<file path="src/hw/rtl/dkgm_pkg.sv">
package dkgm_pkg;

  // Configuration register indexes.
  localparam int CFG_IDX_W = 1;
  localparam logic [CFG_IDX_W-1:0] CFG_KEEPALIVE_TIMEOUT = 1'd0;
  localparam logic [CFG_IDX_W-1:0] CFG_BLINK_PERIOD      = 1'd1;

  localparam logic [15:0] KEEPALIVE_TIMEOUT_RST = 16'd10;
  localparam logic [15:0] BLINK_PERIOD_RST      = 16'd10;
  localparam logic [15:0] TICKS_MAX             = 16'hFFFF;
  localparam logic [2:0]  DOT_MAX               = 3'd3;

  // Length of one grid in/out movement in ticks.
  localparam logic [3:0]  RUN_TICKS             = 4'd10;

  typedef enum logic [1:0] {
    G_UNDEF = 2'd0,
    G_RUN   = 2'd1,
    G_IN    = 2'd2,
    G_OUT   = 2'd3
  } grid_state_t;

  // The fourth code is never entered and reads as neither end.
  typedef enum logic [1:0] {
    T_NONE   = 2'd0,
    T_HOME   = 2'd1,
    T_CENTER = 2'd2
  } trans_state_t;

  typedef struct packed {
    logic              display_enable;
    logic              keepalive_bit;
    logic              blink_enable;
    logic [7:0]        intensity_cmd;
    logic signed [15:0] value_cmd;
    logic [2:0]        dot_pos;
    logic              grid_auto_enable;
    logic              grid_target_in;
  } item_t;

  typedef struct packed {
    logic              lit;
    logic [7:0]        brightness;
    logic signed [15:0] value;
    logic [1:0]        decimals;
  } disp_status_t;

  typedef struct packed {
    logic running;
    logic field_in;
    logic field_out;
    logic at_home;
    logic at_center;
  } grid_status_t;

endpackage

</file>
<file path="src/hw/rtl/dkgm_in_if.sv">
interface dkgm_in_if;
  logic              valid;
  logic              ready;
  logic              display_enable;
  logic              keepalive_bit;
  logic              blink_enable;
  logic [7:0]        intensity_cmd;
  logic signed [15:0] value_cmd;
  logic [2:0]        dot_pos;
  logic              grid_auto_enable;
  logic              grid_target_in;

  modport source (
    output valid, display_enable, keepalive_bit, blink_enable, intensity_cmd,
           value_cmd, dot_pos, grid_auto_enable, grid_target_in,
    input  ready
  );
  modport sink (
    input  valid, display_enable, keepalive_bit, blink_enable, intensity_cmd,
           value_cmd, dot_pos, grid_auto_enable, grid_target_in,
    output ready
  );
endinterface

</file>
<file path="src/hw/rtl/dkgm_out_if.sv">
interface dkgm_out_if;
  logic              valid;
  logic              ready;
  logic              display_lit;
  logic [7:0]        display_brightness;
  logic signed [15:0] shown_value;
  logic [1:0]        shown_decimals;
  logic              inout_running;
  logic              field_in;
  logic              field_out;
  logic              at_home;
  logic              at_center;

  modport source (
    output valid, display_lit, display_brightness, shown_value, shown_decimals,
           inout_running, field_in, field_out, at_home, at_center,
    input  ready
  );
  modport sink (
    input  valid, display_lit, display_brightness, shown_value, shown_decimals,
           inout_running, field_in, field_out, at_home, at_center,
    output ready
  );
endinterface

</file>
<file path="src/hw/rtl/dkgm_cfg_if.sv">
interface dkgm_cfg_if;
  import dkgm_pkg::*;
  logic                 valid;
  logic                 ready;
  logic [CFG_IDX_W-1:0] index;
  logic [15:0]          data;

  modport source (output valid, index, data, input ready);
  modport sink (input valid, index, data, output ready);
endinterface

</file>
<file path="src/hw/rtl/dkgm_display.sv">
module dkgm_display
  import dkgm_pkg::*;
(
  input  logic         clk,
  input  logic         rst_n,
  input  logic         step,
  input  item_t        item,
  input  logic [15:0]  keepalive_timeout,
  input  logic [15:0]  blink_period,
  output disp_status_t status_nxt
);

  logic        last_ka_r,    last_ka_nxt;
  logic [15:0] ka_ticks_r,   ka_ticks_nxt;
  logic [15:0] blink_ticks_r, blink_ticks_nxt;
  logic        lit_r,        lit_nxt;
  logic [7:0]  bright_r,     bright_nxt;
  logic [15:0] value_r,      value_nxt;
  logic [1:0]  dec_r,        dec_nxt;

  logic [15:0] ka_count;
  logic [15:0] blink_inc;

  always_comb begin
    last_ka_nxt     = last_ka_r;
    ka_ticks_nxt    = ka_ticks_r;
    blink_ticks_nxt = blink_ticks_r;
    lit_nxt         = lit_r;
    bright_nxt      = bright_r;
    value_nxt       = value_r;
    dec_nxt         = dec_r;
    ka_count        = '0;
    blink_inc       = '0;

    if (item.display_enable) begin
      if (item.keepalive_bit != last_ka_r) begin
        ka_count = '0;
      end else if (ka_ticks_r != TICKS_MAX) begin
        ka_count = ka_ticks_r + 16'd1;
      end else begin
        ka_count = ka_ticks_r;
      end
      last_ka_nxt = item.keepalive_bit;

      if (ka_count >= keepalive_timeout) begin
        // Host has stopped toggling: go dark and park the counter.
        ka_ticks_nxt    = keepalive_timeout;
        lit_nxt         = 1'b0;
        blink_ticks_nxt = '0;
        bright_nxt      = '0;
      end else begin
        ka_ticks_nxt = ka_count;
        bright_nxt   = item.intensity_cmd;
        if (item.blink_enable) begin
          blink_inc = (blink_ticks_r != TICKS_MAX) ? blink_ticks_r + 16'd1
                                                   : blink_ticks_r;
          if (blink_inc > blink_period) begin
            blink_ticks_nxt = '0;
            lit_nxt         = ~lit_r;
          end else begin
            blink_ticks_nxt = blink_inc;
          end
        end else begin
          lit_nxt         = 1'b1;
          blink_ticks_nxt = '0;
        end
        value_nxt = item.value_cmd;
        dec_nxt   = (item.dot_pos <= DOT_MAX) ? item.dot_pos[1:0] : 2'd0;
      end
    end else begin
      lit_nxt         = 1'b0;
      blink_ticks_nxt = '0;
      bright_nxt      = '0;
    end
  end

  always_ff @(posedge clk) begin
    if (!rst_n) begin
      last_ka_r     <= 1'b0;
      ka_ticks_r    <= '0;
      blink_ticks_r <= '0;
      lit_r         <= 1'b0;
      bright_r      <= '0;
      value_r       <= '0;
      dec_r         <= '0;
    end else if (step) begin
      last_ka_r     <= last_ka_nxt;
      ka_ticks_r    <= ka_ticks_nxt;
      blink_ticks_r <= blink_ticks_nxt;
      lit_r         <= lit_nxt;
      bright_r      <= bright_nxt;
      value_r       <= value_nxt;
      dec_r         <= dec_nxt;
    end
  end

  assign status_nxt.lit        = lit_nxt;
  assign status_nxt.brightness = bright_nxt;
  assign status_nxt.value      = value_nxt;
  assign status_nxt.decimals   = dec_nxt;

endmodule

</file>
<file path="src/hw/rtl/dkgm_grid.sv">
module dkgm_grid
  import dkgm_pkg::*;
(
  input  logic         clk,
  input  logic         rst_n,
  input  logic         step,
  input  item_t        item,
  output grid_status_t status_nxt
);

  grid_state_t  state_r, state_nxt;
  trans_state_t trans_r, trans_nxt;
  logic [3:0]   cd_r,    cd_nxt;

  logic         move;
  grid_state_t  done_state;
  trans_state_t done_trans;
  grid_state_t  opposite_state;
  logic [3:0]   cd_dec;

  always_comb begin
    move           = 1'b0;
    done_state     = G_IN;
    done_trans     = T_HOME;
    opposite_state = G_OUT;
    if (item.grid_auto_enable) begin
      if (item.grid_target_in && state_r != G_IN) begin
        move = 1'b1;
      end else if (!item.grid_target_in && state_r != G_OUT) begin
        move           = 1'b1;
        done_state     = G_OUT;
        done_trans     = T_CENTER;
        opposite_state = G_IN;
      end
    end
  end

  assign cd_dec = cd_r - 4'd1;

  always_comb begin
    state_nxt = state_r;
    trans_nxt = trans_r;
    cd_nxt    = cd_r;
    if (move) begin
      if (state_r == G_UNDEF) begin
        state_nxt = G_RUN;
        trans_nxt = T_CENTER;
        cd_nxt    = RUN_TICKS;
      end else if (state_r == G_RUN) begin
        cd_nxt = cd_dec;
        if (cd_dec == 4'd0) begin
          state_nxt = done_state;
          trans_nxt = done_trans;
        end
      end else if (state_r == opposite_state) begin
        state_nxt = G_UNDEF;
      end
    end
  end

  always_ff @(posedge clk) begin
    if (!rst_n) begin
      state_r <= G_UNDEF;
      trans_r <= T_NONE;
      cd_r    <= '0;
    end else if (step) begin
      state_r <= state_nxt;
      trans_r <= trans_nxt;
      cd_r    <= cd_nxt;
    end
  end

  assign status_nxt.running   = (state_nxt == G_RUN);
  assign status_nxt.field_in  = (state_nxt == G_IN);
  assign status_nxt.field_out = (state_nxt == G_OUT);
  assign status_nxt.at_home   = (trans_nxt == T_HOME);
  assign status_nxt.at_center = (trans_nxt == T_CENTER);

endmodule

</file>
<file path="src/hw/rtl/display_keepalive_and_grid_motion_core.sv">
// Display keepalive and grid motion core. Each input transaction is one
// workflow tick carrying the decoded display and grid commands; each tick
// produces exactly one result transaction with the display lit flag,
// brightness, latched value and decimal count (the shown number is the value
// divided by ten to the decimal count) and the grid status bits. All of a tick's
// work is short single-pass logic between the input register and the result
// register, so ticks are accepted back to back while results are being taken.
// An accepted tick is held in the input register, and its result then in the
// result register, from which it is offered on the output.
// The block holds at most two ticks; while a result waits on the output and
// the input register is full, the input is stalled until the result is taken.
// The two configuration registers (keepalive timeout, blink period) are
// written on the configuration channel, which is always ready, and should
// only be written while no tick is in flight.
module display_keepalive_and_grid_motion_core
  import dkgm_pkg::*;
(
  input  logic   clk,
  input  logic   rst_n,
  dkgm_in_if.sink     in_ch,
  dkgm_out_if.source  out_ch,
  dkgm_cfg_if.sink    cfg_ch
);

  // Configuration registers.
  logic [15:0] ka_timeout_r;
  logic [15:0] blink_period_r;

  // Input register stage.
  logic  s1_valid_r, s1_valid_nxt;
  item_t s1_item_r;
  item_t in_item;

  // Result register stage.
  logic         out_valid_r, out_valid_nxt;
  disp_status_t disp_r;
  grid_status_t grid_r;

  disp_status_t disp_nxt;
  grid_status_t grid_nxt;

  logic advance;
  logic in_take;

  assign cfg_ch.ready = 1'b1;

  always_ff @(posedge clk) begin
    if (!rst_n) begin
      ka_timeout_r   <= KEEPALIVE_TIMEOUT_RST;
      blink_period_r <= BLINK_PERIOD_RST;
    end else if (cfg_ch.valid) begin
      case (cfg_ch.index)
        CFG_KEEPALIVE_TIMEOUT: ka_timeout_r   <= cfg_ch.data;
        CFG_BLINK_PERIOD:      blink_period_r <= cfg_ch.data;
        default: begin
        end
      endcase
    end
  end

  assign in_item.display_enable   = in_ch.display_enable;
  assign in_item.keepalive_bit    = in_ch.keepalive_bit;
  assign in_item.blink_enable     = in_ch.blink_enable;
  assign in_item.intensity_cmd    = in_ch.intensity_cmd;
  assign in_item.value_cmd        = in_ch.value_cmd;
  assign in_item.dot_pos          = in_ch.dot_pos;
  assign in_item.grid_auto_enable = in_ch.grid_auto_enable;
  assign in_item.grid_target_in   = in_ch.grid_target_in;

  // The held tick moves on whenever the result register is free or is being
  // emptied in this cycle; the state in both parts is updated at that edge.
  assign advance      = s1_valid_r && (!out_valid_r || out_ch.ready);
  assign in_ch.ready  = !s1_valid_r || advance;
  assign in_take      = in_ch.valid && in_ch.ready;

  assign s1_valid_nxt  = in_take || (s1_valid_r && !advance);
  assign out_valid_nxt = advance || (out_valid_r && !out_ch.ready);

  always_ff @(posedge clk) begin
    if (!rst_n) begin
      s1_valid_r  <= 1'b0;
      out_valid_r <= 1'b0;
    end else begin
      s1_valid_r  <= s1_valid_nxt;
      out_valid_r <= out_valid_nxt;
    end
  end

  always_ff @(posedge clk) begin
    if (in_take) begin
      s1_item_r <= in_item;
    end
    if (advance) begin
      disp_r <= disp_nxt;
      grid_r <= grid_nxt;
    end
  end

  dkgm_display u_display (
    .clk               (clk),
    .rst_n             (rst_n),
    .step              (advance),
    .item              (s1_item_r),
    .keepalive_timeout (ka_timeout_r),
    .blink_period      (blink_period_r),
    .status_nxt        (disp_nxt)
  );

  dkgm_grid u_grid (
    .clk        (clk),
    .rst_n      (rst_n),
    .step       (advance),
    .item       (s1_item_r),
    .status_nxt (grid_nxt)
  );

  assign out_ch.valid              = out_valid_r;
  assign out_ch.display_lit        = disp_r.lit;
  assign out_ch.display_brightness = disp_r.brightness;
  assign out_ch.shown_value        = disp_r.value;
  assign out_ch.shown_decimals     = disp_r.decimals;
  assign out_ch.inout_running      = grid_r.running;
  assign out_ch.field_in           = grid_r.field_in;
  assign out_ch.field_out          = grid_r.field_out;
  assign out_ch.at_home            = grid_r.at_home;
  assign out_ch.at_center          = grid_r.at_center;

endmodule

</file>
<file path="src/flat_wrapper.sv">
// flat-port wrapper written by rule: the top's interface ports become plain ports
module display_keepalive_and_grid_motion_core_flat import dkgm_pkg::*;
  (clk, rst_n, in_ch_valid, in_ch_display_enable, in_ch_keepalive_bit, in_ch_blink_enable, in_ch_intensity_cmd, in_ch_value_cmd, in_ch_dot_pos, in_ch_grid_auto_enable, in_ch_grid_target_in, in_ch_ready, out_ch_valid, out_ch_display_lit, out_ch_display_brightness, out_ch_shown_value, out_ch_shown_decimals, out_ch_inout_running, out_ch_field_in, out_ch_field_out, out_ch_at_home, out_ch_at_center, out_ch_ready, cfg_ch_valid, cfg_ch_index, cfg_ch_data, cfg_ch_ready);
  dkgm_in_if in_ch_i ();
  dkgm_out_if out_ch_i ();
  dkgm_cfg_if cfg_ch_i ();
  input  logic clk;
  input  logic rst_n;
  input wire logic [$bits(in_ch_i.valid)-1:0] in_ch_valid;
  input wire logic [$bits(in_ch_i.display_enable)-1:0] in_ch_display_enable;
  input wire logic [$bits(in_ch_i.keepalive_bit)-1:0] in_ch_keepalive_bit;
  input wire logic [$bits(in_ch_i.blink_enable)-1:0] in_ch_blink_enable;
  input wire logic [$bits(in_ch_i.intensity_cmd)-1:0] in_ch_intensity_cmd;
  input wire logic [$bits(in_ch_i.value_cmd)-1:0] in_ch_value_cmd;
  input wire logic [$bits(in_ch_i.dot_pos)-1:0] in_ch_dot_pos;
  input wire logic [$bits(in_ch_i.grid_auto_enable)-1:0] in_ch_grid_auto_enable;
  input wire logic [$bits(in_ch_i.grid_target_in)-1:0] in_ch_grid_target_in;
  output wire logic [$bits(in_ch_i.ready)-1:0] in_ch_ready;
  output wire logic [$bits(out_ch_i.valid)-1:0] out_ch_valid;
  output wire logic [$bits(out_ch_i.display_lit)-1:0] out_ch_display_lit;
  output wire logic [$bits(out_ch_i.display_brightness)-1:0] out_ch_display_brightness;
  output wire logic [$bits(out_ch_i.shown_value)-1:0] out_ch_shown_value;
  output wire logic [$bits(out_ch_i.shown_decimals)-1:0] out_ch_shown_decimals;
  output wire logic [$bits(out_ch_i.inout_running)-1:0] out_ch_inout_running;
  output wire logic [$bits(out_ch_i.field_in)-1:0] out_ch_field_in;
  output wire logic [$bits(out_ch_i.field_out)-1:0] out_ch_field_out;
  output wire logic [$bits(out_ch_i.at_home)-1:0] out_ch_at_home;
  output wire logic [$bits(out_ch_i.at_center)-1:0] out_ch_at_center;
  input wire logic [$bits(out_ch_i.ready)-1:0] out_ch_ready;
  input wire logic [$bits(cfg_ch_i.valid)-1:0] cfg_ch_valid;
  input wire logic [$bits(cfg_ch_i.index)-1:0] cfg_ch_index;
  input wire logic [$bits(cfg_ch_i.data)-1:0] cfg_ch_data;
  output wire logic [$bits(cfg_ch_i.ready)-1:0] cfg_ch_ready;
  assign in_ch_i.valid = in_ch_valid;
  assign in_ch_i.display_enable = in_ch_display_enable;
  assign in_ch_i.keepalive_bit = in_ch_keepalive_bit;
  assign in_ch_i.blink_enable = in_ch_blink_enable;
  assign in_ch_i.intensity_cmd = in_ch_intensity_cmd;
  assign in_ch_i.value_cmd = in_ch_value_cmd;
  assign in_ch_i.dot_pos = in_ch_dot_pos;
  assign in_ch_i.grid_auto_enable = in_ch_grid_auto_enable;
  assign in_ch_i.grid_target_in = in_ch_grid_target_in;
  assign in_ch_ready = in_ch_i.ready;
  assign out_ch_valid = out_ch_i.valid;
  assign out_ch_display_lit = out_ch_i.display_lit;
  assign out_ch_display_brightness = out_ch_i.display_brightness;
  assign out_ch_shown_value = out_ch_i.shown_value;
  assign out_ch_shown_decimals = out_ch_i.shown_decimals;
  assign out_ch_inout_running = out_ch_i.inout_running;
  assign out_ch_field_in = out_ch_i.field_in;
  assign out_ch_field_out = out_ch_i.field_out;
  assign out_ch_at_home = out_ch_i.at_home;
  assign out_ch_at_center = out_ch_i.at_center;
  assign out_ch_i.ready = out_ch_ready;
  assign cfg_ch_i.valid = cfg_ch_valid;
  assign cfg_ch_i.index = cfg_ch_index;
  assign cfg_ch_i.data = cfg_ch_data;
  assign cfg_ch_ready = cfg_ch_i.ready;
  display_keepalive_and_grid_motion_core u_core (.clk(clk), .rst_n(rst_n), .in_ch(in_ch_i), .out_ch(out_ch_i), .cfg_ch(cfg_ch_i));
endmodule
</file>
<file path="config.mk">
export PLATFORM = sky130hd
export DESIGN_NAME = display_keepalive_and_grid_motion_core_flat
export DESIGN_NICKNAME = d
export VERILOG_FILES = /design/src/hw/rtl/dkgm_pkg.sv /design/src/hw/rtl/dkgm_in_if.sv /design/src/hw/rtl/dkgm_out_if.sv /design/src/hw/rtl/dkgm_cfg_if.sv /design/src/hw/rtl/dkgm_display.sv /design/src/hw/rtl/dkgm_grid.sv /design/src/hw/rtl/display_keepalive_and_grid_motion_core.sv /design/src/flat_wrapper.sv
export SDC_FILE = /design/constraint.sdc
export NUM_CORES = 1
export LEC_CHECK = 0
export ABC_AREA = 1
export BUFFER_PORTS_ARGS = -buffer_cell sky130_fd_sc_hd__buf_2
export CAP_MARGIN = 10
export CORE_UTILIZATION = 31
export CTS_CLUSTER_DIAMETER = 40
export CTS_CLUSTER_SIZE = 24
export DETAILED_ROUTE_END_ITERATION = 10
export HOLD_SLACK_MARGIN = 0.03
export SYNTH_ARGS = -nofsm -noshare
export SYNTH_HDL_FRONTEND = slang
export SYNTH_SLANG_ARGS = --single-unit
</file>
<file path="constraint.sdc">
create_clock -name clk -period 5.35 [get_ports clk]
set_clock_uncertainty 0.2 [all_clocks]
set_input_delay 0.2675 -clock clk [delete_from_list [all_inputs] [get_ports clk]]
set_output_delay 0.2675 -clock clk [all_outputs]
set_load 0.02 [all_outputs]
</file>
==> results of run 1 <==
placed cells by master (no fill, tap or decap), types with 3 or more instances in the layout:
master,n
nand4_1,5
inv_6,3
nor2_2,3
buf_4,3
o21ai_0,50
dlygate4sd3_1,53
clkbuf_16,17
a21oi_1,78
buf_2,87
clkinv_4,4
nor2_1,111
xnor2_1,8
or2_2,3
nand3b_1,3
dfxtp_1,94
ha_1,36
edfxtp_1,64
nor3_1,8
clkinv_1,3
inv_1,135
inv_8,3
inv_2,3
nand2_1,277
o211ai_1,6
xor2_1,10
nand3_1,61
critical path: stages (launching register included):
cell,delay [ns]
edfxtp_1,0.40
xnor2_1,0.90
o21ai_0,0.34
inv_1,0.15
ha_1,0.25
a21oi_1,0.17
o21a_1,0.12
nand2_1,0.06
nand2_1,0.13
nand4_4,0.43
inv_2,0.50
nand2_1,0.13
nand3_1,0.09
nand2_1,0.07
inv_1,0.05
flip-flops by register name, summed over array words and instances, names as in the netlist, 8 cells and up:
name                              cells
u_core.s1_item_r                     32
u_core.blink_period_r                16
u_core.u_display.value_r             16
u_core.out_ch.display_brightness      8
u_core.u_display.ka_ticks_r          16
u_core.u_display.blink_ticks_r       16
u_core.out_ch.shown_value            16
u_core.ka_timeout_r                  16
metal layers:
layer | share of wire | GRT usage | up-vias | routed length (um)
met4 | 0.025 | 0.0626 | 0 | 459
met1 | 0.45 | 0.178 | 3053 | 8410
met5 | 0 | 0 | - | 0
met2 | 0.50 | 0.264 | 107 | 9370
li1 | - | - | 3501 | -
met3 | 0.026 | 0.0236 | 33 | 483
cells in the mapped netlist (all sizes together):
cell,n,area (um2)
buf,8,61.3
or2,4,25.0
nand2,278,1050
a211oi,1,7.51
conb,1,3.75
and3,1,6.26
nor2,115,447
inv,138,518
o211ai,6,45.0
o21a,2,15.0
edfxtp,64,1920
a31o,1,8.76
ha,36,450
nand4,6,52.6
dfxtp,94,1880
nand3b,3,22.5
xor2,10,87.6
nand3,62,315
o21bai,1,7.51
o21ai,53,269
a21o,1,7.51
clkbuf,23,86.3
a221oi,1,8.76
o31ai,1,7.51
a21oi,79,407
nor3,9,50.1
clkinv,3,11.3
xnor2,8,70.1
a21boi,1,7.51
power groups by stage:
stage / clock network, uW / registers [uW] / logic [uW]
3_3_place_gp: 0 / 1370 / 241
5_1_grt: 1230 / 1350 / 312
2_1_floorplan: 0 / 1380 / 152
6_report: 1160 / 1340 / 274
4_1_cts: 1190 / 1340 / 276
3_5_place_dp: 0 / 1370 / 245
stage by stage:
step	worst slack [ns]	utilization	hold WS, ns	cell area (um2)
after floorplan	2.32	-	0.166	7850
after global placement	1.28	0.348	0.244	8560
after detailed placement	1.25	0.348	0.246	8560
after CTS	1.21	0.393	0.0483	9660
after global routing	0.820	0.393	0.0839	9660
final	1.30	0.393	0.0626	9660
what timing repair did:
action,CTS,global route
hold buffers,53,0
setup endpoints to repair,0,0
hold endpoints to repair,63,0
logic make-up after synthesis:
family / after synthesis
simple gates: 478
buf+inv: 172
flops: 158
compound gates: 147
fa+ha+maj: 36
xor+xnor: 18
other cells: 1
area by class of cell:
class | instances | area [um2]
clock buffer | 19 | 443
clock inverter | 13 | 126
fill | 2496 | 14900
inverter | 141 | 529
multi-input combinational | 680 | 3370
sequential | 158 | 3800
tap | 324 | 405
timing repair buffer | 143 | 988
final timing paths:
check | to
setup / recovery | u_core.u_display.value_r[1]
hold / removal | u_core.ka_timeout_r[1]
setup reg to reg | u_core.u_display.value_r[1]
hold reg to reg | u_core.blink_period_r[2]
==> results.env, run 1 <==
SWITCHINGPOWER_uW=724
R2R_SLACK_NS=1.30
GRT_PASS1_VIAS=6384
REPORT.FINAL.HOLD_VIOL_COUNT=0
GRT_OVERFLOW=0
SYNTH.CELL_AREA_MM2=0.00785
LAYOUT_WORST_PATH_CYCLE_SHARE=0.758
AREAL_POWER_DENSITY_OVER_THE_CELLS_mW_PER_MM2=287
CLOCK_GROUP_SHARE_OF_TOTAL_POWER=0.417
CELL_AT_THE_ROOT_OF_THE_CLOCK_TREE='clkbuf_16'
STATUS='finished clean'
SYNTHESIS.NETS=1100
AVGROUTEDWIREPERCELL_UM=12.7
PORTBUFFERS=87
VIAS_PER_CELL=4.53
ROWS=57
CTS_BUFFER_DEPTH=2
DIE_AREA_MM2=0.0260
DRCVIOLATIONCOUNT=0
SYNTH-ADDER-AREA-SHARE=0.0574
DRTITER0DRC=429
WORSTREG2REGSTART='u_core.s1_item_r[30]'
REG2REGPATHDEPTH=14
DRT_PRE_ANTENNA_ITERS=5
POST_LAYOUT_NONFILLER_INSTANCES=1478
CORE_REGION_AREA_MM2=0.0246
STARTPOINT_TYPE='flop'
HOLD_PATH_DEPTH=4
TIMING.MAX_CAP.VIOLATIONS=0
CLKTRANSATPATHREGS_NS=0.07
CELL_INTERNAL_PWR_uW=2050
CP_MAX_FANOUT=28
CTS.REPAIR.RESIZED=0
MUXSHAREOFSYNTHAREA=0
DIE_HEIGHT_UM=161
WORSTPATHARRIVAL_NS=4.22
SYNTH_XOR_XNOR_AREA_SHARE=0.0201
CLOCK_TREE_FROM_TRITONCTS='built'
YS_SEQ_ELEMENTS=158
POWER.SWITCHING_FRACTION=0.261
END_KIND='flop'
LAYOUT-DRIVE-GT1-SHARE=0.120
WORST_HOLD_STARTPOINT='cfg_ch_valid'
PLACED_CELLS=1393
CLK-INSERTION-DELAY-LATE_NS=0.42
HOLD_PATH.CLASS='primary input to flop'
SYNTHSIMPLEGATEAREAFRAC=0.250
SYN_INST=1010
DETAILED_PLACE_HPWL_MM=13.2
NUMBER_OF_ANTENNA_VIOLATIONS_AT_THE_FIRST_CHECK_IN_GLOBAL_ROUTING=0
RSZ0062_AT_GRT='false'
CTS.HTREE.LEVELS=4
SYN2LAYOUT_AREA_GROWTH_PCT=23.1
POST-LAYOUT-TOTAL-POWER_uW=2770
CRITICAL_SETUP_PATH_KIND='flop to flop'
FINAL_NETS=1231
TIMING.FINAL.MAX_SLEW_VIOLATIONS=0
SYNTH_COMPOUND_GATE_AREA_SHARE=0.101
PWR-SHARE-SEQ=0.484
SYNTH_CELL_TYPES=42
LEAKAGE_POWER_OF_THE_DESIGN_uW=0.00443
POSTCTSSETUPBUFFERS=0
NUM_ANTENNA_CELLS=0
CLOCK_SINK_COUNT=158
SYNTH.YOSYS.WARNINGS=0
GRT_FIRST_PASS_WIRELENGTH_MM=30.9
ROUTABILITY_CONG=0.849
GRT_UTIL_ALL_LAYERS=0.149
DETAIL_ROUTE.WIRELENGTH_MM=18.7
INITIAL_CORE_UTIL=0.319
TIMING.FINAL.CRIT_PERIOD_NS=4.05
MAXIMUM_NUMBER_OF_PINS_ON_ONE_NET_BEFORE_GLOBAL_ROUTE_REPAIR=43
IOS=89
WORST_SLEW_MARGIN=0.233
VIA_COUNT=6694
MAX-VDD-IR-DROP_mV=0.208
DOMINANT_COMBINATIONAL_CELL_FAMILY_BY_AREA_AFTER_SYNTHESIS='simple AND/OR/NAND/NOR gates'
REQUIRED_NS=5.52
PWR-SHARE-COMB=0.099
AVG_CELL_AREA_SYN_UM2=7.77
CTS_INSERTED_BUFFERS=17
DETAIL-ROUTE-ANTENNA-NETS=0
DIE_W_UM=161
FINAL-SETUP-VIOL-COUNT=0
SETUP-TNS-FINAL_NS=0
CRIT_START='u_core.s1_item_r[30]'
ACHIEVABLE-FREQUENCY_MHz=247
MAX_SLEW.WORST_PIN.SLEW_NS=1.14
YOSYSSEQAREASHARE=0.485
Note: power is estimated with default switching activity, not from simulation.
==> inputs of run 2 (changes only) <==
clock period = 3.5 ns   (was 5.35 ns; I/O delays follow)
==> results.env, run 2 (synthesis gave the netlist of run 1 again) <==
MAX_SLEW.WORST_PIN.SLEW_NS=0.766  # -0.375 ns
PORTBUFFERS=87  # unchanged
POWER.SWITCHING_FRACTION=0.261  # -0.000772
LARGEST_REGISTER_FF_COUNT=32  # unchanged
DIE_AREA_MM2=0.0260  # unchanged
CTS_INSERTED_BUFFERS=17  # unchanged
REPORT.FINAL.HOLD_VIOL_COUNT=0  # unchanged
LAYOUT-DRIVE-GT1-SHARE=0.145  # +0.0250
MAX-VDD-IR-DROP_mV=0.344  # +65%
DRTITER0DRC=362  # -16%
SWITCHINGPOWER_uW=1090  # +51%
ROWS=57  # unchanged
ROUTABILITY_CONG=0.842  # -0.88%
INITIAL_CORE_UTIL=0.319  # unchanged
WORST_SLEW_MARGIN=0.488  # +0.255
CLOCK_GROUP_SHARE_OF_TOTAL_POWER=0.407  # -0.010
PWR-SHARE-COMB=0.105  # +0.006
DIE_HEIGHT_UM=161  # unchanged
GRT_FIRST_PASS_WIRELENGTH_MM=31.7  # +2.4%
ROUTED-WL-MET2_MM=9.41  # +0.48%
CLOCK_SINK_COUNT=158  # unchanged
LEAKAGE_POWER_OF_THE_DESIGN_uW=0.00456  # +2.8%
IOS=89  # unchanged
RSZ0062_AT_GRT='false'
MET3_WIRELENGTH_UM=569  # +18%
LAYOUT.CELLS.MOST_COMMON='nand2_1'
CTS_BUFFER_DEPTH=2  # unchanged
CRITICAL_SETUP_PATH_KIND='flop to flop'
WORSTPATHARRIVAL_NS=3.38  # -0.84 ns
PWR-SHARE-SEQ=0.488  # +0.004
FINAL_NETS=1253  # +1.8%
GRT_OVERFLOW=0  # unchanged
MAXIMUM_NUMBER_OF_PINS_ON_ONE_NET_BEFORE_GLOBAL_ROUTE_REPAIR=57  # +33%
CLKTRANSATPATHREGS_NS=0.06  # about the same
LARGEST_REGISTER='u_core.s1_item_r'
DRT_PRE_ANTENNA_ITERS=6  # +1
STATUS='finished clean'
NUM_ANTENNA_CELLS=0  # unchanged
DETAILED_PLACE_HPWL_MM=13.5  # +2.1%
CELL_AT_THE_ROOT_OF_THE_CLOCK_TREE='clkbuf_16'
REQUIRED_NS=3.65  # -1.87 ns
TIMING.MAX_CAP.VIOLATIONS=0  # unchanged
FINAL_DESIGN_AREA_NO_FILL_MM2=0.00989  # +2.3%
MET1WIRELENGTH_MM=8.68  # +3.2%
FILLERINSTANCES=2499  # +0.12%
ACHIEVABLE-FREQUENCY_MHz=309  # +25%
AREAL_POWER_DENSITY_OVER_THE_CELLS_mW_PER_MM2=425  # +48%
CORE_REGION_AREA_MM2=0.0246  # unchanged
AVGROUTEDWIREPERCELL_UM=12.8  # +0.95%
VIA_COUNT=6750  # +0.84%
LAYOUT_WORST_PATH_CYCLE_SHARE=0.924  # +0.166
HOLD_PATH.CLASS='primary input to flop'
CLK-INSERTION-DELAY-LATE_NS=0.43  # about the same
DIE_W_UM=161  # unchanged
GRT_UTIL_ALL_LAYERS=0.153  # +0.00407
DR_TOP_LAYER='met4'
TIMING.FINAL.CRIT_PERIOD_NS=3.23  # -0.821 ns
SETUP-TNS-FINAL_NS=0  # unchanged
END_KIND='flop'
CLOCK_TREE_FROM_TRITONCTS='built'
GRT_PASS1_VIAS=6476  # +1.4%
MOST-COMMON-LAYOUT-CELLS='nand2_1, inv_1, nor2_1, dfxtp_1, buf_2'
DETAIL-ROUTE-ANTENNA-NETS=0  # unchanged
CTS.HTREE.LEVELS=4  # unchanged
DRCVIOLATIONCOUNT=0  # unchanged
STARTPOINT_TYPE='flop'
CELL_INTERNAL_PWR_uW=3100  # +52%
CP_MAX_FANOUT=16  # -43%
VIAS_PER_CELL=4.50  # -0.64%
R2R_SLACK_NS=0.27  # -1.03 ns
POSTPLACECELLAREA_MM2=0.00869  # +1.5%
FINAL-SETUP-VIOL-COUNT=0  # unchanged
NUMBER_OF_ANTENNA_VIOLATIONS_AT_THE_FIRST_CHECK_IN_GLOBAL_ROUTING=0  # unchanged
TIMING.FINAL.MAX_SLEW_VIOLATIONS=0  # unchanged
SYN2LAYOUT_AREA_GROWTH_PCT=26.0
DETAIL_ROUTE.WIRELENGTH_MM=19.2  # +2.5%
==> run 2: cell type report <==
type	count	area, um2	area share
sequential	158	3810	0.385
timing repair buffer	165	1190	0.121
clock inverter	14	108	0.0109
clock buffer	18	429	0.0434
inverter	141	541	0.0547
tap	324	405	0.0410
multi-input combinational	680	3400	0.344
==> run 2: routing by layer <==
layer / up-vias / global-route usage
met5: - / 0
li1: 3544 / -
met3: 36 / 0.0282
met1: 3072 / 0.185
met2: 98 / 0.266
met4: 0 / 0.0635
==> run 2: timing repair <==
action,CTS,global route
hold buffers,55,0
setup endpoints to repair,0,78
setup buffers,0,5
hold endpoints to repair,67,0
gates resized for setup,0,28
==> run 2: worst max-delay path: stages (launching register included) <==
cell	delay, ns
dfxtp_1	0.39
inv_1	0.09
nor3_1	0.28
nand2_1	0.17
nor2_4	0.17
clkinvlp_4	0.16
buf_2	0.19
nand2_1	0.11
ha_1	0.26
a21oi_1	0.16
nand2_1	0.06
a21oi_1	0.16
nand2_1	0.12
nand2_1	0.09
nand2_1	0.09
nor2_4	0.11
buf_12	0.15
nand2_1	0.07
a21oi_1	0.13
==> run 2: power by group through the flow <==
stage	Combinational [uW]	Clock, uW	Sequential, uW
after detailed placement	390	0	2090
final	440	1710	2050
after floorplan	233	0	2110
after global placement	382	0	2090
after CTS	438	1760	2050
after global routing	498	1820	2060
==> run 2: stage by stage <==
stage          cells  hold WS [ns]  utilization  setup WS, ns  power [uW]
2_1_floorplan   1010        0.0739            -         0.471        2340
3_3_place_gp    1408         0.152        0.353         0.174        2470
3_5_place_dp    1408         0.153        0.353        0.0458        2480
4_1_cts         1495        0.0709        0.397        0.0229        4250
5_1_grt         1500        0.0877        0.402       0.00827        4380
6_report        1500        0.0748        0.402         0.267        4200
==> run 2: final timing paths <==
| kind | from | to | cells past startpoint |
|---|---|---|---|
| worst max register to register | u_core.u_display.blink_ticks_r[5] | u_core.u_display.blink_ticks_r[11] | 18 |
| worst min register to register | u_core.s1_valid_r | u_core.out_ch.valid | 2 |
| worst max-delay path | u_core.u_display.blink_ticks_r[5] | u_core.u_display.blink_ticks_r[11] | 18 |
| worst min-delay path | rst_n | u_core.u_grid.cd_r[2] | 3 |
